**src/rtl/core/wpvt_isqrt.sv**
```systemverilog
// Integer square root of a 64-bit value, one result bit a cycle, saturated to 32 bits.
`default_nettype none
module wpvt_isqrt (
   input  wire logic        clock,
   input  wire logic        reset,
   input  wire logic        start,
   input  wire logic [63:0] value,
   output logic [31:0]      root,
   output logic             done
);
   logic [63:0] n_ff, n_in;
   logic [63:0] root_ff, root_in;
   logic [63:0] bit_ff, bit_in;
   logic        busy_ff, busy_in;
   logic        done_ff, done_in;
   logic [63:0] trial;

   // Partial root sits shifted up to the current bit, so it needs the full width
   assign trial = root_ff + bit_ff;

   // Classic digit-by-digit root, the bit walks down two places per step
   always_comb begin
      n_in    = n_ff;
      root_in = root_ff;
      bit_in  = bit_ff;
      busy_in = busy_ff;
      done_in = done_ff;
      if (start) begin
         n_in    = value;
         root_in = '0;
         bit_in  = 64'h4000000000000000;
         busy_in = 1'b1;
         done_in = 1'b0;
      end else if (busy_ff) begin
         if (n_ff >= trial) begin
            n_in    = n_ff - trial;
            root_in = (root_ff >> 1) + bit_ff;
         end else begin
            root_in = root_ff >> 1;
         end
         bit_in = bit_ff >> 2;
         if (bit_ff[0]) begin
            busy_in = 1'b0;
            done_in = 1'b1;
         end
      end
   end

   always_ff @(posedge clock) begin
      if (reset) begin
         busy_ff <= 1'b0;
         done_ff <= 1'b0;
      end else begin
         busy_ff <= busy_in;
         done_ff <= done_in;
      end
      n_ff    <= n_in;
      root_ff <= root_in;
      bit_ff  <= bit_in;
   end

   assign root = (root_ff[63:32] != 32'd0) ? 32'hFFFFFFFF : root_ff[31:0];
   assign done = done_ff;
endmodule
`default_nettype wire

```
**config.mk**
```make
export PLATFORM = sky130hd
export DESIGN_NAME = wpvt_isqrt
export DESIGN_NICKNAME = d
export VERILOG_FILES = /design/src/rtl/core/wpvt_isqrt.sv
export SDC_FILE = /design/constraint.sdc
export NUM_CORES = 1
export LEC_CHECK = 0
export BUFFER_PORTS_ARGS = -buffer_cell sky130_fd_sc_hd__buf_4
export CAP_MARGIN = 15
export CORE_MARGIN = 1
export CORE_UTILIZATION = 34
export CTS_BUF_LIST = sky130_fd_sc_hd__clkbuf_8
export DETAILED_ROUTE_END_ITERATION = 8
export PLACE_DENSITY = 0.49
export REMOVE_ABC_BUFFERS = 1
export SYNTH_ARGS = -nofsm -noshare
export SYNTH_HDL_FRONTEND = slang
export SYNTH_SLANG_ARGS = --single-unit
export TNS_END_PERCENT = 50
```
**constraint.sdc**
```tcl
create_clock -name clock -period 10.8 [get_ports clock]
set_clock_uncertainty 0.1 [all_clocks]
set_input_delay 0.54 -clock clock [delete_from_list [all_inputs] [get_ports clock]]
set_output_delay 0.54 -clock clock [all_outputs]
set_load 0.1 [all_outputs]
```
# ---- Yosys cells after proc, flatten, opt, wreduce, memory -nomap -nowiden
# Index checks and enable logic that the tools add are counted.
dict set report totals {
  regBits 162
  in_bits 67
  output_inout_bits 33
  wordCells 23
}
dict set report classes {
  addsub 3
  magnitude_cmp 1
  n_mux 8
  reduce_logical 6
}
# op n
set ops {}
lappend ops {{two-way mux 64 bit} 4}
lappend ops {{adder 63 x 63 -> 64 bit} 1}
lappend ops {{adder 64 x 63 -> 64 bit} 1}
lappend ops {{greater-or-equal comparator 64 bit} 1}
lappend ops {{subtractor 64 bit} 1}
lappend ops {{two-way mux 32 bit} 1}
lappend ops {{nonzero test 32 bit} 1}
lappend ops {{AND reduction 2 bit} 2}
lappend ops {{nonzero test 2 bit} 2}
lappend ops {{two-way mux 1 bit} 3}
lappend ops {{OR reduction 2 bit} 1}

# ---- Depth between registers and ports, before layout
dict set report depth {
  ltp_word 5
  mapped_depth 27
  mapped_depth_nobuf 23
}

# ---- Worst setup path before layout
# OpenSTA, ideal clock, no wires.
dict set report synth_path {
  path_kind {register to register}
  start {register root_ff[26]}
  end {register n_ff[0] (enable)}
  setup_ps 424
  arrival_time_ps 5989
  slack_ps 4287
  path_stages_with_launch 24
  synth_period_minus_slack_ps 6513
  cell_sequence {dfxtp_1 ha_1 a31oi_1 a211oi_1 a21bo_2 a31o_1 a41o_1 a21bo_2 a31o_2 a21bo_2 a31oi_1 xor2_1 ha_1 clkbuf_1 nand4_1 nand2b_1 or4_1 nor3_1 o211ai_1 nor2_1 or2_1 buf_4 nand2_1 nand2_1}
}
dict set report synth_via {
  elab_chain_len 4
}
# element line
set synth_lines {}
lappend synth_lines {{from (decl)} 12} ;# logic [63:0] root_ff, root_in;
lappend synth_lines {{from (signal assigned)} 58} ;# root_ff <= root_in;
lappend synth_lines {{adder 64 x 63 -> 64 bit} 19} ;# assign trial = root_ff + bit_ff;
lappend synth_lines {{greater-or-equal comparator 64 bit} 35} ;# if (n_ff >= trial) begin
lappend synth_lines {{nonzero test 2 bit (no source line)} --}
lappend synth_lines {{AND reduction 2 bit (no source line)} --}
lappend synth_lines {{to (signal assigned)} 57} ;# n_ff <= n_in;
lappend synth_lines {{to (decl)} 11} ;# logic [63:0] n_ff, n_in;
# Every way passes these cells.
# A chain may end at the register's enable or synchronous reset.

# ---- Worst setup path after layout
dict set report layout_path {
  start {register bit_ff[0]}
  end {register n_ff[42] (enable)}
}
dict set report layout_via {
  elab_chain_len 4
}
# element line
set layout_lines {}
lappend layout_lines {{from (decl)} 13} ;# logic [63:0] bit_ff, bit_in;
lappend layout_lines {{from (signal assigned)} 59} ;# bit_ff <= bit_in;
lappend layout_lines {{adder 64 x 63 -> 64 bit} 19}
lappend layout_lines {{greater-or-equal comparator 64 bit} 35}
lappend layout_lines {{nonzero test 2 bit (no source line)} --}
lappend layout_lines {{AND reduction 2 bit (no source line)} --}
# Every way passes these cells.

==> reports/results.tsv <==
metric	value	unit
status	finished clean	
clock slew at reported path FFs	0.10	ns
P per Cell Area	213.9	mW/mm^2
WL/cell	19.12	um
initial antenna violation count	1	
Tmin final	7.647	ns
Root Buffer	clkbuf_8	
crit path launch	bit_ff[0]	
Hold Path Class	in -> reg	
Post-Syn Instances	1946	
worst setup path end	n_ff[42]	
Via density	5.690	
GP Congestion	0.9050	
Slew @ Worst Pin	0.8535	ns
layout cell share with drive strength beyond 1	0.09565	
chip width	212.7	um
critical path class	reg -> reg	
via count	14570	
count of final max-slew check failures	0	
Worst EP required	10.86	ns
Yosys warnings	0	
dpl hpwl	37310	um
Worst-Skew Late Latency	0.53	ns
leak pwr	6.161	nW
post-synth top area share	0.1300	
Remaining DRCs	0	
I/O Buffers	99	
Critical Path Max Stage Delay	0.58	ns
Async S/R FF share, synth	0	
Cell Chain, Critical Path	ha_1 > ha_1 > a21oi_1 > o21ai_0 > a21oi_1 > o21ai_0 > a211oi_1 > o21a_1 > o41ai_1 > a21bo_2 > a22oi_1 > xor2_1 > ha_1 > and4_1 > nand2b_1 > or4_1 > nor3_1 > o211ai_1 > nor2_1 > or2_2 > buf_4 > nand2_1 > nand2_2 > buf_4	
Post-DRT Antenna Nets	0	
Hold Slack	0.07682	ns
Final Hold Viols	0	
Setup-failing EPs final	0	
vias in the first global route	13550	
register area share after synthesis	0.2573	
Post-CTS Setup Bufs	0	
DIE AREA	0.04524	mm^2
Syn Std Cell Area	0.01509	mm^2
crit share post-route	0.7080	
Post-CTS Resized	0	
reg-to-reg slack, setup	3.15	ns
CP Data Arrival Time	7.71	ns
Cell Rows	76	
Max clock buf depth	2	
commonest non-fill, non-tap cell in the layout	nand2_1	
largest net degree at the start of global routing	91	
CTS Buf Count	17	
total power	3.554	mW
H-tree Lvls	4	
I/O pin count	100	
Core ar.	0.04346	mm^2
Post-synth EDFFs	64	
unique cell type count in the Yosys netlist	84	
Nets	2161	
Crit. End Element	register	
Fmax achieved	0.1308	GHz
Worst R2R Path Depth	24	
Layout Utilization	0.3823	
Reg-to-Reg End	n_ff[42]	
Syn Area/Cell	7.757	um^2
First-pass DRT Iterations	5	
DR iter-0 viols	1281	
Die H	212.7	um
WL final	48960	um
Initial Util	0.3473	
CTS Hold Buffers Added	0	
Reg-to-Reg Start	bit_ff[0]	
Area contributors post-synth	dfxtp_1 (13%), edfxtp_1 (13%), ha_1 (11%)	
crit-path most repeated cell	ha_1	
setup TNS	0	ns
TritonCTS Sinks	162	
total gr overflow	0	
Max Cap Violations	0	
CP startpoint kind	register	
# fillers	4586	
ant diodes	0	
Synth area leader	dfxtp_1	
Max IR drop VDD	103.4	uV
CTS tree	yes	
highest-count cells in the layout ignoring fill and taps	nand2_1 (242), o21ai_0 (178), nor2_1 (176)	
first-pass GRT wire length	76310	um
highest-delay cell along the critical path	nand2_2	
gr usage total	0.2180	
area delta synth->final	10.06	%
Crit Path Max Fanout	55	
Yosys reg bits	162	
unrepaired setup endpoints after global routing	no	
relative slew slack	0.4304	
Primary FF master, synth	dfxtp_1	
[layer usage]
metal	up-vias	global-route usage	routed length [um]
met5	-	0	13
met4	2	0.06574	959
met3	51	0.03030	2695
met2	451	0.3038	19620
met1	6854	0.3387	25670
li1	7215	-	-
[stage by stage]
step	worst slack (ns)	cell area, um^2	std cells
after floorplan	3.279	14630	1835
after global placement	3.221	16200	2529
after detailed placement	3.149	16200	2529
after CTS	3.083	16610	2561
after global routing	2.417	16610	2561
final	3.153	16610	2561
[worst max-delay path: cells and delay by family, from the launching register on]
family,cells,cell delay (ns)
AOI/OAI and AO/OA,10,2.46
and+or+nand+nor,8,2.21
buffers and inverters,2,1.07
adders and majority gates,3,0.79
DFF,1,0.40
xor gates and xnor gates,1,0.17
[final cells by class]
cell class	instances	area (um^2)	share of cell area
timing repair buffer	109	822.0	0.04948
multi-input combinational	1615	10540	0.6344
tap	585	732.0	0.04406
clock buffer	17	234.0	0.01408
clock inverter	15	180.2	0.01085
inverter	58	217.7	0.01310
sequential	162	3887	0.2340
[worst min-delay path by stage]
stage | from | endpoint | depth (start not counted)
final | reset | busy_ff | 2
after global routing | reset | busy_ff | 2
after CTS | reset | busy_ff | 2
after detailed placement | root_ff[0] | root_ff[0] | 2
after global placement | root_ff[0] | root_ff[0] | 2
after floorplan | root_ff[0] | root_ff[0] | 2
[synthesized netlist by cell type (19+ instances only)]
cell type,instances
a21oi_1,130
a31oi_1,53
o21bai_1,36
xnor2_1,82
dfxtp_1,98
a21o_1,37
nor3_1,28
ha_1,130
nor2_1,176
xor2_1,70
edfxtp_1,64
o21ai_0,178
mux2i_1,41
inv_1,57
or3_1,31
nand4_1,38
a211oi_1,40
clkbuf_1,85
a311oi_1,19
nand3_1,32
nand2_1,243
[flip-flops by register name (all words and copies together) (netlist names)]
register	flops
n_ff	64
done	1
root_ff	64
bit_ff	32
busy_ff	1
[power by group]
| part | total [mW] | internal (mW) | switching (mW) |
|---|---|---|---|
| Clock | 0.511 | 0.231 | 0.280 |
| Combinational | 2.09 | 0.779 | 1.31 |
| Sequential | 0.954 | 0.824 | 0.130 |
[logic make-up after synthesis]
| family | Yosys count | synth area share |
|---|---|---|
| buffers and inverters | 169 | 0.04493 |
| AOI/OAI and AO/OA | 629 | 0.2677 |
| muxes | 46 | 0.03092 |
| and+or+nand+nor | 657 | 0.2019 |
| adders and majority gates | 131 | 0.1091 |
| DFF | 162 | 0.2573 |
| xor gates and xnor gates | 152 | 0.08820 |
No activity file was read; power rests on OpenSTA's default activity.
