## config.mk

```make
export PLATFORM = sky130hd
export DESIGN_NAME = wpvt_cell
export DESIGN_NICKNAME = d
export VERILOG_FILES = /design/src/rtl/core/wpvt_pkg.sv /design/src/rtl/core/wpvt_cell.sv
export SDC_FILE = /design/constraint.sdc
export NUM_CORES = 1
export LEC_CHECK = 0
export ABC_AREA = 1
export BUFFER_PORTS_ARGS = -buffer_cell sky130_fd_sc_hd__buf_2
export CORE_AREA = 5 5 166 168
export DETAILED_ROUTE_END_ITERATION = 8
export DIE_AREA = 0 0 171 173
export SKIP_LAST_GASP = 1
export SYNTH_ARGS = -nofsm -noshare
export SYNTH_HDL_FRONTEND = slang
export SYNTH_SLANG_ARGS = --single-unit
```

## constraint.sdc

```tcl
create_clock -name clock -period 3.6 [get_ports clock]
set_input_delay 0.54 -clock clock [delete_from_list [all_inputs] [get_ports clock]]
set_output_delay 0.54 -clock clock [all_outputs]
set_load 0.005 [all_outputs]
```

## src/rtl/core/wpvt_pkg.sv

```systemverilog
// Shared types and codes for the windowed pose velocity tracker.
`default_nettype none
package wpvt_pkg;

   // Operation codes carried in req_tuser
   localparam logic OP_PUSH  = 1'b0;
   localparam logic OP_CLEAR = 1'b1;

   // Status codes carried in rsp_tuser
   localparam logic [1:0] ST_OK    = 2'd0;
   localparam logic [1:0] ST_EMPTY = 2'd1;
   localparam logic [1:0] ST_SPAN  = 2'd2;
   localparam logic [1:0] ST_CLEAR = 2'd3;

   // Configuration register indexes
   localparam logic REG_MAX_HISTORY = 1'b0;
   localparam logic REG_WINDOW_US   = 1'b1;

   // Register reset values
   localparam logic [6:0]  MAX_HISTORY_RESET = 7'd64;
   localparam logic [23:0] WINDOW_US_RESET   = 24'd1000000;

   // Microseconds per second, scale of the velocity numerator
   localparam logic [19:0] US_PER_S = 20'd1000000;

   // Numerator width: 33-bit magnitude times a 20-bit scale
   localparam int NUM_W = 53;

   // One stored pose
   typedef struct packed {
      logic signed [31:0] x;
      logic signed [31:0] y;
      logic signed [31:0] z;
      logic        [47:0] t;
   } pose_type;

   // Shift control shared by every history cell
   typedef struct packed {
      logic push;    // take the neighbor on the newer side
      logic rotate;  // take the neighbor on the older side
   } cell_ctrl_type;

endpackage
`default_nettype wire

```

## src/rtl/core/wpvt_cell.sv

```systemverilog
// One history cell: holds a pose and shifts it along the chain.
`default_nettype none
module wpvt_cell (
   input  wire logic                   clock,
   input  wire wpvt_pkg::cell_ctrl_type ctrl,
   input  wire wpvt_pkg::pose_type     newer_in,
   input  wire wpvt_pkg::pose_type     older_in,
   output wpvt_pkg::pose_type          pose_out
);
   import wpvt_pkg::*;

   pose_type pose_ff;
   pose_type pose_in;

   // Push moves entries toward the old end, rotate toward the new end
   always_comb begin
      pose_in = pose_ff;
      if (ctrl.push) begin
         pose_in = newer_in;
      end else if (ctrl.rotate) begin
         pose_in = older_in;
      end
   end

   always_ff @(posedge clock) begin
      pose_ff <= pose_in;
   end

   assign pose_out = pose_ff;
endmodule
`default_nettype wire

```

; After elaboration in Yosys (flattened, before gate mapping)
; Index checks and enable logic that the tools add are counted.
[word_totals]
reg_bits = 144
latch_bits = 0
ramBits = 0
rom_bits = 0
input_bits = 291
out_inout_bits = 144
wordCells = 7
memories = 0
[op_classes]
addsub = 0
n_mul = 0
div_mod_pow = 0
order_cmp = 0
n_eq_ne = 0
shift = 0
mux = 2
bitwise_logic = 0
n_reduce_logical = 1
[ops]
columns = cell, n
row1 = two-way mux 144 bit, 2
row2 = nonzero test 2 bit, 1

; Logic depth before layout (Yosys ltp)
; Gate-level depths: netlist of run 1.
[depth]
ltp_word = 2
depth_mapped = 5
mapped_depth_nobuf = 3

; Worst setup path after synthesis of run 1
; OpenSTA, ideal clock, no wires.
[synth_timing]
kind = input port to flip-flop
start = input port ctrl[1] in the netlist's numbering
end = register pose_ff, in the netlist pose_out[0], enable pin
setup_ps = 443
t_arrival_ps = 2559
required_time_ps = 3157
slack_ps = 598
path_stages = 3
path_buffers = 2
cell_sequence = buf_4 buf_6 or2_2
[synth_between]
elab_chain_cells = 1
[synth_lines]
columns = element, line_no
row1 = "start, declared", wpvt_cell.sv:5  ; input wire wpvt_pkg::cell_ctrl_type ctrl,
row2 = nonzero test 2 bit (no line), --
row3 = "end signal, assigned", wpvt_cell.sv:26  ; pose_ff <= pose_in;
row4 = "end, declared", wpvt_cell.sv:12  ; pose_type pose_ff;
; Every way passes these cells.
; A chain may end at the register's enable or synchronous reset.

; Worst setup path in the final report of run 1
[layout_timing]
start = input port ctrl[1] in the netlist's numbering
end = register pose_ff, in the netlist pose_out[67], enable pin
; The elaborated chain is that of the path after synthesis.

==> reports/metrics.cfg, run 1 <==
[drt]
drc=0
met1_length_mm=7.776
wl_met3_mm=2.278
initialDrtViolationCount=225
dr.max_layer_used=met4
via_per_inst=3.993
vias=5523
postRouteWirelength_mm=20.50
dr_wl_met2_mm=10.01
wire_per_inst_um=14.82
dr.pass1.iters=4
antenna_left=0

[synthesis]
yosys_warnings=0
seq_area_frac_synth=0.7060
ys_ff_latch=144
synth_nets=900
ys_types=8
synthCells=609
syn_area_per_cell_um2=10.06
syn-cell-area_um2=6125

[worst_setup_path]
endpoint_kind=flop
crit_path_start_kind=input pin
crit_top_cell=buf_4
worstPathCellList=buf_4 -> or2_4 -> buf_4
critPathRequiredTime_ps=3630
critPathTopFamily=buffers and inverters
critPathBufInv=2
slowest_stage=buf_4
worstPathMaxFanout=66
path_class=in2reg
arrival_ps=1890
cp_slowest_stage_delay_ps=620

[timing]
tns_ps=0
finalCritPeriodShare=0.5169
hold_viol_final=0
setup_viol=0
tightest_slew_ps=878.2
fin_crit_ps=1861
slew_headroom=0.4146
drv_slew=0
max_clock_freq_mhz=537.4
rsz0062_at_grt=no

[cells_and_area]
diodes=0
largest_reg_flops=144
drive_above_1_share=0.4485
areaGrowthSynthToFinish_pct=50.38
instances_no_fill=1383
layout_common_cells=433 x buf_2, 432 x nand2_1, 144 x edfxtp_1
final_nets=1327
final_common_cell=buf_2
final_util=0.3575

[global_routing]
track_usage=0.1295
grt_pass1_vias=5491
grt_max_degree=79
antenna_found_initial=0
grt_overflow_total=0
grt_first_pass_wirelength_mm=29.59

[min_path]
hold_class=in2reg

[pwr]
netSwitchingPower_mw=1.064
clkPwrFrac=0.397
finalPower_mw=4.504
p_int_mw=3.439
irDropWorstVdd_mv=0.2602
p_comb_frac=0.135
seq_power_share=0.467
leakage_nw=4.791
pwr_density_cell_nw_per_um2=489.0
switching_share=0.2363

[clock_network]
h-tree-depth=4
cts_tree=done
cts_hold_buf=0
clockRootBuffer=clkbuf_16
postCtsSetupBuffers=0
clockBufferDepth=2
cts_sinks=144
ctsResizeCount=0
clkTransAtPathRegs_ps=70
cts_buffers=17

[status]
status=finished, final reports clean

[place]
dp_hpwl_mm=15.71
port_buffers=434
gp_congestion=0.8096
dp_cells=1352

[floorplanning]
num_rows=59
io_pins=435
start_util=0.2377
core_um2=25760
die_h_um=173
die_w_um=171
die_area_um2=29580

[flow_run]
cap_violations=0

## synth_stat cells, drive strengths merged
library cell / n / area, um2
buf: 23 / 138.9
clkbuf: 8 / 30.03
edfxtp: 144 / 4324
inv: 1 / 3.750
nand2: 432 / 1622
or2: 1 / 6.260
## power groups by stage
stage | clock network, mW | logic [mW] | registers (mW)
after floorplan | 0 | 0.177 | 2.17
after global placement | 0 | 0.625 | 2.14
after detailed placement | 0 | 0.627 | 2.14
after CTS | 1.85 | 0.628 | 2.11
after global routing | 1.92 | 0.682 | 2.12
final | 1.79 | 0.610 | 2.10
## final cells by class
class / count / area (um2)
Clock buffer: 19 / 432.9
Clock inverter: 12 / 160.2
Fill cell: 2664 / 16550
Inverter: 1 / 6.256
Multi-Input combinational cell: 433 / 1630
Sequential cell: 144 / 4324
Tap cell: 335 / 419.2
Timing Repair Buffer: 439 / 2237
## final timing paths
check | startpoint | end | slack (ps) | cells after the start
worst max-delay path | ctrl[1] | pose_out[67] | 1740 | 3
worst min-delay path | older_in[139] | pose_out[139] | 390 | 3
## routing by layer
metal,GRT usage,vias to the layer above
met5,0,-
met4,0.04655,0
met3,0.05068,23
met2,0.2239,280
met1,0.1439,2412
li1,-,2808
## stage by stage
| stage | hold slack, ps | area, um2 | setup slack (ps) |
|---|---|---|---|
| floorplan | 718.6 | 6125 | 598.0 |
| global route | 372.2 | 9210 | 1684 |
| finish | 389.9 | 9210 | 1739 |
| global placement | 802.6 | 8617 | 1340 |
| detailed placement | 806.3 | 8617 | 1281 |
| CTS | 363.7 | 9210 | 1727 |
## logic make-up (layout without fill, tap and decap cells)
kind of cell | after synthesis | after routing | synth area share
buffers and inverters | 32 | 471 | 0.02819
DFF | 144 | 144 | 0.7060
and+or+nand+nor | 433 | 433 | 0.2658
(Power assumes the default switching activity.)
==> run 2, diff against run 1 <==
Settings changed: ABC_AREA 1 to 0, CORE_AREA 5 5 166 168 to 5 5 164 166, DIE_AREA 0 0 171 173 to 0 0 169 171.
Clock period 3.6 ns to 1.5 ns, I/O delays scaled along.
==> run 2 against run 1 <==
Sequential share of layout area down 2.4 points. Global-route usage fell by 0.23 points. Clock-buffer cell count did not move. Worst hold slack got worse by 280 ps. Final cell count down 19%. Utilization up 2.4 points. Area after synthesis increased by 2.2%. Synthesized cell count down 50%. Die area down 2.3%. Critical path depth down 2. Critical endpoint is now pose_out[87].
==> reports/metrics.cfg, run 2 <==
[status]
status=finished, final reports clean

[drt]
initialDrtViolationCount=211  ; -6.2%
antenna_left=0  ; unchanged
postRouteWirelength_mm=19.63  ; -4.2%
drc=0  ; unchanged
via_per_inst=3.988  ; -0.13%
dr.pass1.iters=4  ; unchanged
wire_per_inst_um=17.53  ; +18%
vias=4467  ; -19%

[synthesis]
synth_nets=596  ; -34%
synth_xor_area_frac=0  ; unchanged
synth_edf_count=144  ; unchanged
syn-cell-area_um2=6260  ; +2.2%
seq_area_frac_synth=0.6908  ; -0.01524
ys.flop_type=edfxtp_1
async_reset_ff_frac=0  ; unchanged
syn_area_per_cell_um2=20.52  ; +100%
synthCells=305  ; -50%
yosys_warnings=0  ; unchanged
ys_types=6  ; -2
synth_top_family_by_area=multiplexers
synthTopCellsByArea=edfxtp_1 69%, mux2_2 17%, mux2_4 12%
yosysTopAreaCell=edfxtp_1
synth_simple_gate_area_share=0.0009994  ; -0.2648
ys_ff_latch=144  ; unchanged
synth_fa_ha_area_frac=0  ; unchanged
synth_most_common_cell=edfxtp_1
synthMuxAreaShare=0.2884  ; +0.2884
synth_compound_area_frac=0  ; unchanged
synth_common_cells=144 x edfxtp_1, 95 x mux2_2, 49 x mux2_4, 9 x buf_2, 7 x buf_6
yosysTopAreaCellShare=0.6908  ; -0.01524

[flow_run]
cap_violations=0  ; unchanged

[floorplanning]
die_w_um=169  ; -1.2%
die_area_um2=28900  ; -2.3%
die_h_um=171  ; -1.2%
io_pins=435  ; unchanged
start_util=0.2458  ; +0.008062
num_rows=59  ; unchanged
core_um2=25470  ; -1.1%

[clock_network]
h-tree-depth=4  ; unchanged
cts_tree=done
cts_sinks=144  ; unchanged
postCtsSetupBuffers=0  ; unchanged
cts_buffers=17  ; unchanged
clockRootBuffer=clkbuf_16
ctsResizeCount=0  ; unchanged
cts_hold_buf=0  ; unchanged
clkTransAtPathRegs_ps=70  ; about the same
clockBufferDepth=2  ; unchanged

[place]
dp_hpwl_mm=16.10  ; +2.5%
port_buffers=434  ; unchanged
gp_congestion=0.7771  ; -4.0%
pre_cts_slack_ps=121.6  ; -1159 ps

[cells_and_area]
largest_reg_flops=144  ; unchanged
multi_input_area_um2=1814  ; +11%
final_nets=1063  ; -20%
fill_cells=2481  ; -6.9%
final_common_cell=buf_2
seq_area_um2=4324  ; unchanged
areaGrowthSynthToFinish_pct=55.21
drive_above_1_share=0.8127  ; +0.3643
diodes=0  ; unchanged
layout_common_cells=433 x buf_2, 144 x edfxtp_1, 95 x mux2_2

[global_routing]
grt_pass1_vias=4824  ; -12%
antenna_found_initial=0  ; unchanged
grt_max_degree=53  ; -33%
grt_first_pass_wirelength_mm=27.69  ; -6.4%
grt_overflow_total=0  ; unchanged
track_usage=0.1272  ; -0.002306

[timing]
setup_viol=0  ; unchanged
drv_slew=0  ; unchanged
fin_crit_ps=1220
tightest_slew_ps=315.3  ; -562.9 ps
hold_viol_final=0  ; unchanged
holdWs_ps=111.4  ; -278.5 ps
finalCritPeriodShare=0.8130
rsz0062_at_grt=no
tns_ps=0  ; unchanged
layout_setup_ws_ps=280.5  ; -1459 ps
slew_headroom=0.7898  ; +0.3753
max_clock_freq_mhz=820.0

[worst_setup_path]
critPathBufInv=1  ; -1
slowest_stage=edfxtp_1
worstPathCellList=buf_2
cp_slowest_stage_delay_ps=430  ; -190 ps
crit_path_start_kind=flop
endpoint_kind=output port
critPathTopFamily=flip-flops
path_class=reg2out
arrival_ps=990  ; -900 ps
critPathRequiredTime_ps=1270  ; -2360 ps
worstPathMaxFanout=1  ; -98%

[pwr]
p_int_mw=8.863  ; +160%
clkPwrFrac=0.411  ; +0.014
leakage_nw=4.448  ; -7.2%
irDropWorstVdd_mv=0.5640  ; +120%
finalPower_mw=11.34  ; +150%
pwr_density_cell_nw_per_um2=1167  ; +140%
p_comb_frac=0.143  ; +0.008
seq_power_share=0.446  ; -0.021
switching_share=0.2185  ; -0.01777
netSwitchingPower_mw=2.478  ; +130%

[min_path]
min_from=older_in[116]
hold_path_end=pose_out[116]
hold_depth=2  ; -1
hold_class=in2reg

==> run 2: cell types whose count changed in the layout (fill, tap and decap cells not counted), sizes merged <==
cell | previous run | this run
nand2 | 432 | 0
clkinvlp | 4 | 2
mux2 | 0 | 144
buf | 439 | 464
bufinv | 3 | 5
==> run 2: cell families (layout without fill, tap and decap cells) <==
group                  count (synthesis)  after routing
flip-flops                           144            144
buffers and inverters                 16            496
multiplexers                         144            144
AND/OR/NAND/NOR                        1              1
==> run 2: how the worst max path moves through the flow <==
stage / from / to / slack (ps) / depth (start not counted)
after floorplan: ctrl[1] / pose_out[0] / -610 / 4
after global placement: ctrl[1] / pose_out[97] / 130 / 4
after detailed placement: ctrl[1] / pose_out[115] / 120 / 4
after CTS: pose_out[87] / pose_out[87] / 230 / 1
after global routing: pose_out[87] / pose_out[87] / 230 / 1
final: pose_out[87] / pose_out[87] / 280 / 1
==> run 2: area by class of cell <==
type                       instances  share of cell area
timing repair buffer             464              0.2590
clock buffer                      19             0.04456
sequential                       144              0.4451
clock inverter                    13             0.02151
tap                              335             0.04314
multi-input combinational        145              0.1867
==> run 2: metal layers <==
| layer | share of wire | GRT usage |
|---|---|---|
| met3 | 0.10 | 0.04875 |
| met4 | 0.0084 | 0.03360 |
| met1 | 0.36 | 0.1380 |
| met2 | 0.52 | 0.2333 |
| met5 | 0 | 0 |
==> run 2: power by group through the flow <==
stage,sequential (mW),combinational [mW],clock [mW]
CTS,5.07,1.66,4.83
floorplan,5.21,0.530,0
global placement,5.14,1.65,0
global route,5.10,1.76,5.03
finish,5.06,1.62,4.66
detailed placement,5.15,1.66,0
==> run 2: metrics by stage <==
| stage | util | std cells | cell area [um2] |
|---|---|---|---|
| 2_1_floorplan | - | 305 | 6274 |
| 3_3_place_gp | 0.3563 | 1088 | 9074 |
| 3_5_place_dp | 0.3563 | 1088 | 9074 |
| 4_1_cts | 0.3815 | 1120 | 9716 |
| 5_1_grt | 0.3815 | 1120 | 9716 |
| 6_report | 0.3815 | 1120 | 9716 |
