## src/rtl/core/wpvt_pkg.sv

```systemverilog
// Shared types and codes for the windowed pose velocity tracker.
`default_nettype none
package wpvt_pkg;

   // Operation codes carried in req_tuser
   localparam logic OP_PUSH  = 1'b0;
   localparam logic OP_CLEAR = 1'b1;

   // Status codes carried in rsp_tuser
   localparam logic [1:0] ST_OK    = 2'd0;
   localparam logic [1:0] ST_EMPTY = 2'd1;
   localparam logic [1:0] ST_SPAN  = 2'd2;
   localparam logic [1:0] ST_CLEAR = 2'd3;

   // Configuration register indexes
   localparam logic REG_MAX_HISTORY = 1'b0;
   localparam logic REG_WINDOW_US   = 1'b1;

   // Register reset values
   localparam logic [6:0]  MAX_HISTORY_RESET = 7'd64;
   localparam logic [23:0] WINDOW_US_RESET   = 24'd1000000;

   // Microseconds per second, scale of the velocity numerator
   localparam logic [19:0] US_PER_S = 20'd1000000;

   // Numerator width: 33-bit magnitude times a 20-bit scale
   localparam int NUM_W = 53;

   // One stored pose
   typedef struct packed {
      logic signed [31:0] x;
      logic signed [31:0] y;
      logic signed [31:0] z;
      logic        [47:0] t;
   } pose_type;

   // Shift control shared by every history cell
   typedef struct packed {
      logic push;    // take the neighbor on the newer side
      logic rotate;  // take the neighbor on the older side
   } cell_ctrl_type;

endpackage
`default_nettype wire

```

## src/rtl/core/wpvt_vel_lane.sv

```systemverilog
// Velocity lane: scales a position difference and divides by the span, one bit a cycle.
`default_nettype none
module wpvt_vel_lane (
   input  wire logic               clock,
   input  wire logic               reset,
   input  wire logic               start,
   input  wire logic signed [32:0] diff,
   input  wire logic        [47:0] span,
   output logic signed [31:0]      vel,
   output logic                    done
);
   import wpvt_pkg::*;

   localparam int CNT_W = $clog2(NUM_W + 1);

   logic [NUM_W-1:0] num_ff, num_in;
   logic [NUM_W-1:0] quo_ff, quo_in;
   logic [48:0]      rem_ff, rem_in;
   logic [47:0]      span_ff, span_in;
   logic             neg_ff, neg_in;
   logic [CNT_W-1:0] cnt_ff, cnt_in;
   logic             busy_ff, busy_in;
   logic             done_ff, done_in;

   logic [32:0] mag;
   logic [49:0] trial;
   logic        fits;

   assign mag   = diff[32] ? 33'(-diff) : 33'(diff);
   assign trial = {rem_ff, num_ff[NUM_W-1]};
   assign fits  = trial >= {2'b00, span_ff};

   // Restoring division, numerator bits enter from the top
   always_comb begin
      num_in  = num_ff;
      quo_in  = quo_ff;
      rem_in  = rem_ff;
      span_in = span_ff;
      neg_in  = neg_ff;
      cnt_in  = cnt_ff;
      busy_in = busy_ff;
      done_in = done_ff;
      if (start) begin
         num_in  = NUM_W'(mag * US_PER_S);
         quo_in  = '0;
         rem_in  = '0;
         span_in = span;
         neg_in  = diff[32];
         cnt_in  = CNT_W'(NUM_W);
         busy_in = 1'b1;
         done_in = 1'b0;
      end else if (busy_ff) begin
         num_in = {num_ff[NUM_W-2:0], 1'b0};
         quo_in = {quo_ff[NUM_W-2:0], fits};
         rem_in = fits ? 49'(trial - {2'b00, span_ff}) : trial[48:0];
         cnt_in = cnt_ff - 1'b1;
         if (cnt_ff == CNT_W'(1)) begin
            busy_in = 1'b0;
            done_in = 1'b1;
         end
      end
   end

   always_ff @(posedge clock) begin
      if (reset) begin
         busy_ff <= 1'b0;
         done_ff <= 1'b0;
         cnt_ff  <= '0;
      end else begin
         busy_ff <= busy_in;
         done_ff <= done_in;
         cnt_ff  <= cnt_in;
      end
      num_ff  <= num_in;
      quo_ff  <= quo_in;
      rem_ff  <= rem_in;
      span_ff <= span_in;
      neg_ff  <= neg_in;
   end

   // Truncated quotient with sign, saturated to 32 bits
   always_comb begin
      if (neg_ff) begin
         if (quo_ff > NUM_W'(33'h080000000)) begin
            vel = 32'sh80000000;
         end else begin
            vel = 32'(-quo_ff[31:0]);
         end
      end else begin
         if (quo_ff > NUM_W'(32'h7FFFFFFF)) begin
            vel = 32'sh7FFFFFFF;
         end else begin
            vel = quo_ff[31:0];
         end
      end
   end

   assign done = done_ff;
endmodule
`default_nettype wire

```

## config.mk

```make
export PLATFORM = sky130hd
export DESIGN_NAME = wpvt_vel_lane
export DESIGN_NICKNAME = d
export VERILOG_FILES = /design/src/rtl/core/wpvt_pkg.sv /design/src/rtl/core/wpvt_vel_lane.sv
export SDC_FILE = /design/constraint.sdc
export NUM_CORES = 1
export LEC_CHECK = 0
export CAP_MARGIN = 20
export CORE_AREA = 2 2 188 190
export CTS_CLUSTER_SIZE = 24
export DETAILED_ROUTE_END_ITERATION = 8
export DIE_AREA = 0 0 190 192
export DONT_BUFFER_PORTS = 1
export PLACE_DENSITY = 0.75
export SLEW_MARGIN = 10
export SYNTH_ARGS = -nofsm -noshare
export SYNTH_HDL_FRONTEND = slang
export SYNTH_SLANG_ARGS = --single-unit
```

## constraint.sdc

```tcl
create_clock -name clock -period 11.2 [get_ports clock]
set_input_delay 0.56 -clock clock [delete_from_list [all_inputs] [get_ports clock]]
set_output_delay 0.56 -clock clock [all_outputs]
set_load 0.02 [all_outputs]
```

---- Yosys cells after proc, flatten, opt, wreduce, memory -nomap -nowiden ----
Index checks and enable logic that the tools add are counted.
cells by class
  eq/ne operators ......................... 1
  shift operators ......................... 0
  bitwise gates (word level) .............. 0
  add/sub/neg operators ................... 4
  muxes and demuxes ....................... 12
  divide/modulo/power cells ............... 0
  order comparisons ....................... 3
  multiply operators ...................... 1
  reduce and logical (&&, ||, !) cells .... 3
operators by type and width
  operator                  number
  $mux W53                  2
  $mux W32                  3
  $gt A53 B31 Y1 const B    1
  $gt A53 B32 Y1 const B    1
  $ge A50 B48 Y1            1
  $mux W49                  1
  $sub A49 B48 Y49          1
  $mul A33 B14 Y47 const B  1
  $mux W33                  1
  $neg A33 Y33              1
  $neg A32 Y32              1
  $mux W6                   2
  $eq A6 B1 Y1 const B      1
  $sub A6 B1 Y6 const B     1
  $mux W1                   3
  $reduce_and A2 Y1         1
  $reduce_bool A2 Y1        1
  $reduce_or A2 Y1          1
word-level totals
  ROM bits ................................ 0
  input bits .............................. 84
  memories kept ........................... 0
  register bits after elaboration ......... 206
  latch bits .............................. 0
  RAM bits ................................ 0
  output and inout bits ................... 33

---- Longest topological paths before layout ----
Gate-level depths: netlist (run 1).
  depth in word-level cells ............... 4
  mapped depth ............................ 32

---- Worst setup path after synthesis (run 1) ----
OpenSTA, ideal clock, no wires.
  kind .................................... input to register
  start ................................... input diff[3]
  end ..................................... register num_ff[48], data pin
  arrival time ............................ 8.020 ns
  cell stages on the path ................. 27
  buffers on the path ..................... 1
  slack ................................... 2.920 ns
  data required time ...................... 10.940 ns
  setup time .............................. 0.260 ns
  cells stage by stage .................... nor4_2 nand2_1 or4_1 or4_1 or4_1 or4_1 and2_1 xnor2_1 inv_1 fa_1 fa_1 fa_1 inv_1 fa_1 inv_1 ha_1 ha_1 ha_1 clkbuf_1 a21o_1 a21oi_1 o21ai_0 a221oi_1 o31a_1 o21ai_0 xor2_1 mux2_2
between the ends
  longest elaborated chain between the ends .. 4
RTL lines
  element               line                 source
  from (decl)           wpvt_vel_lane.sv:7   input wire logic signed [32:0] diff,
  $neg A33 Y33          wpvt_vel_lane.sv:29  assign mag = diff[32] ? 33'(-diff) : 33'(diff);
  $mux W33 *            wpvt_vel_lane.sv:29
  $mul A33 B14 Y47 *    wpvt_vel_lane.sv:44  num_in = NUM_W'(mag * US_PER_S);
  $mux W53 *            wpvt_vel_lane.sv:43  if (start) begin
  net num_in[48]        wpvt_vel_lane.sv:16  logic [NUM_W-1:0] num_ff, num_in;
  to (signal assigned)  wpvt_vel_lane.sv:74  num_ff <= num_in;
  to (decl)             wpvt_vel_lane.sv:16
Mark *: on every way through the listed nets, which the timed path passes. The rest lies on a longest branch.
A chain may end at the register's enable or synchronous reset.

---- Worst setup path in the final report (run 1) ----
Ends and elaborated chain as after synthesis.

==> key figures, run 1 <==
Global route
  • First-pass GRT wire length: around 74 mm
  • Antenna violations before repair: 2
  • Remaining global-route overflow: 0
  • Pin count of the biggest net entering global routing: 208
  • Total track usage: approximately a quarter
  • Vias in the first global route: 15.5k

Place
  • Placement Setup Slack: approximately 2.1 ns
  • Placer Congestion: slightly above 0.9
  • DP Area: 20700 um^2
  • Port bufs: 0
  • Post-Place Cells: 2667
  • Final HPWL DP: between 30 and 40 mm

STA
  • Min Tclk post-route: 8.55 ns
  • Max-slew violation count: 0
  • RSZ-0062 raised after global routing: no
  • Final WS setup: 2.65 ns
  • Transition time at the pin with the least slew margin: 1.11 ns
  • Final setup viols: 0
  • Slew headroom: 24.7%
  • Setup TNS: 0 ns
  • Fin. Hold Viols: 0
  • Crit share post-route: 76.4%
  • Clock skew: 0.0121 ns
  • Peak Freq: 117 MHz

Floorplanning
  • Initial core utilization: about three fifths
  • DIE AREA: 36500 um^2
  • FP Rows: 68
  • CORE AREA: 34300 um^2
  • DIE HEIGHT: 192 um
  • Ports: 117
  • Die width: roughly 190 um

Setup path
  • CP bufs+invs: 3
  • Slowest Stage Delay on Critical Path: ~0.64 ns
  • CP startpoint kind: input pin
  • Crit path max-delay cell type: xnor2_1
  • Critical path peak fanout: 8
  • Crit path arrival time: 8.83 ns
  • Critical Path RT: approximately 11 ns
  • Kind of cell adding the most delay to the critical path: adder cells
  • Setup crit end kind: register
  • Crit path kind: input pin to register

Clock tree
  • Post-CTS Hold Buffers: 0
  • H-Tree Depth: 1
  • TritonCTS buffer count: 25
  • # clock sinks: 206
  • TritonCTS clock tree: built
  • CTS root buf: clkbuf_16
  • Clock slew at reported path FFs: 0.06 ns
  • CTS resizes: 0
  • Clk Latency, worst-skew pair: ~0.52 ns
  • Clock Path Buffers: 3
  • Post-CTS setup buffer count: 0

Drt
  • Via density: 5.88
  • Drt total wl: 44.3 mm
  • Vias: 16.0k
  • Routed Antenna Nets: 0
  • DRC Markers: 0
  • Iteration-0 DRC count of the detailed router: just over 900
  • Routed length per placed instance: 16.3 um
  • First-pass DRT Iterations: 5

Synth
  • Synth Area per Inst: 8.86 um^2
  • Yosys top cell by area: edfxtp_1
  • Sequential fraction of the synthesis area: between 20% and 30%
  • Synth area leaders: edfxtp_1, fa_1, ha_1
  • Post-Synthesis Cells: 2296
  • Top cell type's share of synthesized area: 14.2%
  • Post-Syn Area: 20300 um^2
  • Yosys reg bits: 206
  • Net Count, Synth: roughly 2.7k
  • Top_reg_cell synth: dfxtp_1
  • EDFF count, synth: 96
  • Post-synth ARST share: 0%
  • Yosys warns: 0
  • Most common cell in the netlist: inv_1
  • Synth unique cells: roughly 80
  • Synth top cells by count: inv_1, nor2_1, ha_1

Final layout
  • Final instance area: 21500 um^2
  • Area occupied by multi-input gates: 13600 um^2
  • Finished Layout Cells: around 2.7k
  • Final nets: approximately 2.7k
  • # fillers: 2903
  • Reg area: between 5000 and 6000 um^2
  • Area growth from synthesis to layout: 5.80%
  • Share of cells above drive strength 1: under 10%

Run status
  • Status: completed

Job
  • MaxCap Viol Count: 0

Hold path
  • Worst hold path type: input pin to register
-- cell type report --
class	instances	share of cell area [%]
flip-flops and latches	206	23.6
clock buffers	33	3.09
well taps	455	2.65
multi-input cells	1659	63.4
inverters	321	5.60
repair buffers	28	1.04
clock inverters	12	0.523
diodes	2	0.0233
-- cell usage in the layout (no fill, tap or decap), drive strengths merged, types with 8 or more instances in the layout --
cell type    n
inv        320
nor2       209
ha         201
nand2      129
fa         126
a21oi      121
dfxtp      110
edfxtp      96
xnor2       94
o21ai       89
mux2i       75
xor2        55
a21o        54
a211oi      51
nor3        42
mux2        38
clkbuf      33
nand4       30
o311ai      28
buf         28
a31oi       24
o21bai      22
and3        19
nand3       18
nor4        18
or3         17
nor2b       17
or4         17
o21a        14
nand2b      13
o31ai       11
o211ai      11
clkinv      11
o41ai        9
o31a         9
nand3b       8
-- cell families (layout without fill, tap and decap cells) --
group,after synthesis,in the layout,share of synthesized area [%]
multiplexers,113,113,5.80
other,0,2,0
buffers and inverters,431,394,7.98
flip-flops,206,206,25.0
AND/OR/NAND/NOR,564,564,13.3
adder cells (fa/ha/maj),331,331,25.0
XOR/XNOR,149,149,6.42
AO/OA/AOI/OAI,502,502,16.5
-- worst reg2reg max path: stages, from the launching register on --
cell	delay, ns
edfxtp_1	0.46
inv_1	0.09
ha_1	0.17
fa_1	0.20
nor2b_1	0.08
o31a_1	0.30
o21ai_0	0.43
o21ai_1	0.27
a211oi_1	0.55
nor2_1	0.18
a2111oi_0	0.60
xnor2_1	0.14
a211oi_1	0.25
-- through the flow --
step | utilization, % | hold slack (ns)
after floorplan | - | 0.461
after global placement | 60.4 | 0.484
after detailed placement | 60.4 | 0.490
after CTS | 62.7 | 0.0685
after global routing | 62.8 | 0.0722
final | 62.8 | 0.0959
-- sequential cells by signal, indices dropped and copies added (netlist names) --
signal   flops
done         1
cnt_ff       6
busy_ff      1
neg_ff       1
rem_ff      49
num_ff      47
span_ff     48
quo_ff      53
-- final timing paths --
| kind | from | to | slack [ns] | cells after the start |
|---|---|---|---|---|
| hold / removal | reset | cnt_ff[4] | 0.1 | 1 |
| setup reg to reg | num_ff[52] | rem_ff[48] | 7.39 | 12 |
| hold reg to reg | cnt_ff[1] | cnt_ff[1] | 0.50 | 2 |
| setup / recovery | diff[3] | num_ff[48] | 2.65 | 25 |
-- layer usage --
layer	track usage, %	wire, um	vias up
met5	0	0	-
met1	33.2	20400	7581
met3	1.99	1870	95
met4	8.50	1370	0
li1	-	-	7893
met2	40.5	20600	412
Power of run 1 is not shown: default switching activity piles up to over one toggle a cycle in this logic, so the estimate is an artifact.
==> run 2: changes to the inputs <==
--- a/config.mk
+++ b/config.mk
@@ -5,11 +5,12 @@
 export SDC_FILE = /design/constraint.sdc
 export NUM_CORES = 1
 export LEC_CHECK = 0
+export ABC_AREA = 1
 export CAP_MARGIN = 20
-export CORE_AREA = 2 2 188 190
+export CORE_AREA = 2 2 194 196
 export CTS_CLUSTER_SIZE = 24
 export DETAILED_ROUTE_END_ITERATION = 8
-export DIE_AREA = 0 0 190 192
+export DIE_AREA = 0 0 196 198
 export DONT_BUFFER_PORTS = 1
 export PLACE_DENSITY = 0.75
 export SLEW_MARGIN = 10
==> constraint.sdc (replaced) <==
create_clock -name clock -period 8.3 [get_ports clock]
set_input_delay 0.415 -clock clock [delete_from_list [all_inputs] [get_ports clock]]
set_output_delay 0.415 -clock clock [all_outputs]
set_load 0.02 [all_outputs]
==> run 2 against run 1 <==
  * Synthesized cell count up 35%
  * Via count up 25%
  * Core utilization up 0.42 points
  * Register-to-register slack worse by 2.6 ns
  * Critical endpoint is now num_ff[36]
==> key figures, run 2 <==
Clock tree
  • CTS resizes: 0
  • Clock Path Buffers: 3
  • CTS root buf: clkbuf_16
  • H-Tree Depth: 1
  • TritonCTS clock tree: built
  • Clock slew at reported path FFs: 0.06 ns
  • TritonCTS buffer count: 22
  • Clk Latency, worst-skew pair: 0.53 ns
  • # clock sinks: approximately 210

Final layout
  • Final nets: 3535
  • Max reg flops: 53
  • Area growth from synthesis to layout: 7.64%
  • Reg area: 5080 um^2
  • Top reg by flops: quo_ff
  • Commonest non-fill, non-tap cells in the layout: nand2_1, inv_1, nor2_1
  • Most common cell after layout, fill and taps aside: nand2_1
  • Largest regs: quo_ff (53), rem_ff (49), span_ff (48)
  • Share of cells above drive strength 1: 2.93%
  • # fillers: about 3.5k
  • Area occupied by multi-input gates: 14000 um^2

Drt
  • Iteration-0 DRC count of the detailed router: 1192
  • Via density: 5.53
  • Routed length per placed instance: 16.7 um
  • First-pass DRT Iterations: 5
  • DRC Markers: 0
  • Routed Antenna Nets: 0
  • Drt total wl: 60.4 mm
  • Vias: 20.0k

Synth
  • Synth Area per Inst: between 7 and 8 um^2
  • Synth top cells by count: nand2_1, inv_1, nor2_1
  • Top cell type's share of synthesized area: 14.0%
  • Synth unique cells: 53
  • Synth area leaders: nand2_1, edfxtp_1, fa_1
  • Net Count, Synth: 3506
  • EDFF count, synth: 96
  • Post-Syn Area: 21700 um^2
  • Yosys top cell by area: nand2_1
  • Sequential fraction of the synthesis area: 23.4%
  • Post-Synthesis Cells: 3095
  • Yosys reg bits: between 200 and 250
  • Post-synth ARST share: 0%
  • Yosys warns: 0
  • Top_reg_cell synth: dfxtp_1
  • Most common cell in the netlist: nand2_1

STA
  • Min Tclk post-route: 6.89 ns
  • Final setup viols: 0
  • RSZ-0062 raised after global routing: no
  • Slew headroom: 28.5%
  • Setup TNS: 0 ns
  • Peak Freq: 145 MHz
  • Transition time at the pin with the least slew margin: 1.07 ns
  • Fin. Hold Viols: 0
  • Crit share post-route: 83.0%
  • Clock skew: 0.0199 ns
  • Max-slew violation count: 0

Place
  • Final HPWL DP: 48.2 mm
  • Port bufs: 0
  • Placer Congestion: about 0.97

Global route
  • First-pass GRT wire length: between 90 and 100 mm
  • Antenna violations before repair: 2
  • Vias in the first global route: 19.4k
  • Total track usage: 31.1%
  • Pin count of the biggest net entering global routing: 86
  • Remaining global-route overflow: 0

Setup path
  • Reg2Reg Setup Slack: 4.80 ns
  • Crit path kind: input pin to register
  • Slowest Stage Delay on Critical Path: 0.54 ns
  • Crit path max-delay cell type: fa_1
  • Kind of cell adding the most delay to the critical path: adder cells
  • Crit path arrival time: about 7 ns
  • RR Startpoint: num_ff[52]
  • Critical path peak fanout: 5
  • Critical Path Most Common Cell: inv_1
  • Setup crit end kind: register
  • CP startpoint kind: input pin
  • R2R depth: 14
  • CP bufs+invs: 7
  • Critical R2R Capture: rem_ff[14]
  • Critical path depth: 29
  • Critical Path RT: 8.57 ns

Floorplanning
  • Ports: 117
  • CORE AREA: 37000 um^2
  • FP Rows: 71
  • Initial core utilization: 58.7%
  • DIE HEIGHT: 198 um
  • DIE AREA: 38800 um^2
  • Die width: between 150 and 200 um

Hold path
  • Hold Path Stages: 0
  • Worst hold path type: input pin to register
  • Min-delay src: start
  • Min-Delay Endpoint: span_ff[27]

Job
  • MaxCap Viol Count: 0

Run status
  • Status: completed
-- run 2: how the worst max path moves through the flow --
| stage | startpoint | to | slack [ns] |
|---|---|---|---|
| 2_1_floorplan | diff[1] | num_ff[36] | 1.73 |
| 3_3_place_gp | diff[1] | num_ff[36] | 1.10 |
| 3_5_place_dp | diff[1] | num_ff[50] | 0.98 |
| 4_1_cts | diff[1] | num_ff[50] | 1.52 |
| 5_1_grt | diff[1] | num_ff[46] | 0.88 |
| 6_report | diff[1] | num_ff[36] | 1.41 |
-- run 2: what timing repair did --
item	in CTS	in global routing
hold endpoints to repair	57	0
buffers inserted	0	0
hold buffers	51	0
-- run 2: cell type report --
| type | count | share of cell area, % |
|---|---|---|
| Tap cell | 474 | 2.54 |
| Sequential cell | 206 | 21.8 |
| Clock inverter | 8 | 0.391 |
| Inverter | 615 | 9.89 |
| Antenna cell | 2 | 0.0214 |
| Clock buffer | 32 | 2.74 |
| Timing Repair Buffer | 61 | 2.50 |
| Multi-Input combinational cell | 2218 | 60.1 |
-- run 2: layer usage --
metal  vias to the layer above  track usage [%]  share of wire [%]
li1                       9895                -                  -
met1                      9302             37.7                 41
met2                       624             56.0                 49
met3                       176             2.33                4.5
met4                         0             15.4                5.5
met5                         -                0                  0
-- run 2: through the flow --
step                instance area, um^2  cells  utilization (%)  setup slack [ns]  hold WS (ns)
finish                            23300   3616             63.2              1.41        0.0281
global route                      23300   3616             63.2             0.880       0.00911
floorplan                         21700   3095                -              1.73         0.429
detailed placement                22100   3523             59.8             0.982         0.456
CTS                               23300   3614             63.2              1.52       0.00378
global placement                  22100   3522             59.8              1.10         0.446
-- run 2: logic make-up after synthesis --
logic type / share of synthesized area, %
buf+inv: 11.8
xor+xnor: 4.32
simple gates: 26.8
compound gates: 10.4
flops: 23.4
fa+ha+maj: 23.2
Power of run 2 is left out for the same reason.
==> run 3: changes to the inputs <==
==> constraint.sdc (replaced) <==
create_clock -name clock -period 7 [get_ports clock]
set_input_delay 0.35 -clock clock [delete_from_list [all_inputs] [get_ports clock]]
set_output_delay 0.35 -clock clock [all_outputs]
set_load 0.02 [all_outputs]
==> run 3 against run 2 <==
  * Core utilization increased by 0.76 points
  * Sequential cell count unchanged
  * Final cell count increased by 0.77%
  * Clock-buffer cell count decreased by 6
  * Global-route usage increased by 0.45 points
==> key figures, run 3 (synthesized netlist as in run 2, its figures left out) <==
Run status
  • Status: completed

Drt
  • Vias: 20.1k
  • First-pass DRT Iterations: 6
  • Routed length per placed instance: 16.9 um
  • Via density: between 5 and 6
  • Drt total wl: 61.6 mm
  • DRC Markers: 0
  • Iteration-0 DRC count of the detailed router: 1203
  • Routed Antenna Nets: 0

Setup path
  • CP startpoint kind: input pin
  • Critical Path RT: roughly 7.2 ns
  • Critical path peak fanout: 5
  • Setup crit end kind: register
  • Crit path arrival time: 6.83 ns
  • Critical Path Most Common Cell: inv_1
  • Slowest Stage Delay on Critical Path: 0.56 ns
  • Crit path kind: input pin to register
  • Crit path max-delay cell type: fa_1

STA
  • Final WS setup: 0.416 ns
  • RSZ-0062 raised after global routing: no
  • WHS: 0.0216 ns
  • Max-slew violation count: 0
  • Slew headroom: 30.3%
  • Min Tclk post-route: approximately 6.6 ns
  • Clock skew: between 0.015 and 0.02 ns
  • Peak Freq: approximately 150 MHz
  • Crit share post-route: 94.1%
  • Transition time at the pin with the least slew margin: 1.04 ns
  • Fin. Hold Viols: 0
  • Final setup viols: 0

Hold path
  • Worst hold path type: input pin to register

Final layout
  • Final nets: 3565
  • # diodes: 0
  • Largest regs: quo_ff (53), rem_ff (49), span_ff (48)
  • Util after Layout: 63.9%
  • Commonest non-fill, non-tap cells in the layout: nand2_1, inv_1, nor2_1
  • Top reg by flops: quo_ff
  • Share of cells above drive strength 1: 4.07%
  • # fillers: 3384
  • Max reg flops: 53
  • Most common cell after layout, fill and taps aside: nand2_1
  • Area growth from synthesis to layout: 8.94%

Place
  • Final HPWL DP: 49.5 mm
  • Placer Congestion: 0.982
  • Placement Setup Slack: -0.0256 ns
  • Port bufs: 0

Clock tree
  • Clock slew at reported path FFs: 0.06 ns
  • TritonCTS clock tree: built
  • TritonCTS buffer count: 23
  • H-Tree Depth: 1
  • # clock sinks: 206
  • CTS root buf: clkbuf_16
  • Clock Path Buffers: 3
  • Post-CTS setup buffer count: 0
  • Clk Latency, worst-skew pair: ~0.53 ns

Global route
  • Remaining global-route overflow: 0
  • First-pass GRT wire length: between 90 and 100 mm
  • Antenna violations before repair: 0
  • Total track usage: 31.6%
  • Pin count of the biggest net entering global routing: 102
  • Vias in the first global route: 19.6k

Floorplanning
  • Die width: 196 um
  • CORE AREA: 37000 um^2
  • Ports: 117
  • Initial core utilization: 58.7%
  • FP Rows: 71
  • DIE AREA: 38800 um^2
  • DIE HEIGHT: 198 um

Job
  • MaxCap Viol Count: 0
run 3: cell types whose count changed in the layout (fill, tap and decap cells not counted), sizes merged:
cell	before	now
buf	10	39
diode	2	0
inv	612	615
clkbuf	32	26
clkinvlp	0	2
clkinv	9	11
run 3: timing repair:
action	CTS	global route
endpoints found under the hold margin	102	0
hold buffers	52	0
resized for setup	0	1
setup endpoints to repair	0	1
run 3: path summary, 6_finish.rpt:
path / start / endpoint / slack [ns] / cells past startpoint
setup reg to reg: span_ff[29] / rem_ff[15] / 3.48 / 11
hold / removal: reset / cnt_ff[5] / 0.02 / 3
setup / recovery: diff[3] / num_ff[37] / 0.42 / 30
hold reg to reg: rem_ff[44] / rem_ff[44] / 0.48 / 2
run 3: metal layers:
metal / routed length, um / vias up / track usage (%) / part of all wire, %
met5: 0 / - / 0 / 0
met4: 2920 / 0 / 14.9 / 4.7
met3: 2600 / 140 / 2.20 / 4.2
met2: 30900 / 541 / 57.8 / 50
met1: 25200 / 9445 / 37.9 / 41
li1: - / 9953 / - / -
run 3: per-stage QoR:
step / setup TNS, ns / std cells / cell area [um^2]
final: 0 / 3644 / 23600
after global routing: 0 / 3644 / 23600
after CTS: 0 / 3643 / 23600
after detailed placement: -0.0271 / 3550 / 22300
after global placement: 0 / 3550 / 22300
after floorplan: 0 / 3095 / 21700
run 3: final cells by class:
type | count | area, um^2 | share of cell area [%]
inverters | 615 | 2310 | 9.78
clock inverters | 15 | 145 | 0.614
repair buffers | 90 | 843 | 3.57
clock buffers | 26 | 607 | 2.57
well taps | 474 | 593 | 2.51
flip-flops and latches | 206 | 5080 | 21.5
multi-input cells | 2218 | 14000 | 59.4
run 3: worst max-delay path: cells and delay by family:
family / cells / cell delay, ns
fa+ha+maj: 7 / 3.24
simple gates: 9 / 1.12
compound gates: 4 / 0.95
xor+xnor: 2 / 0.51
buf+inv: 8 / 0.62
Power of run 3 is left out for the same reason.
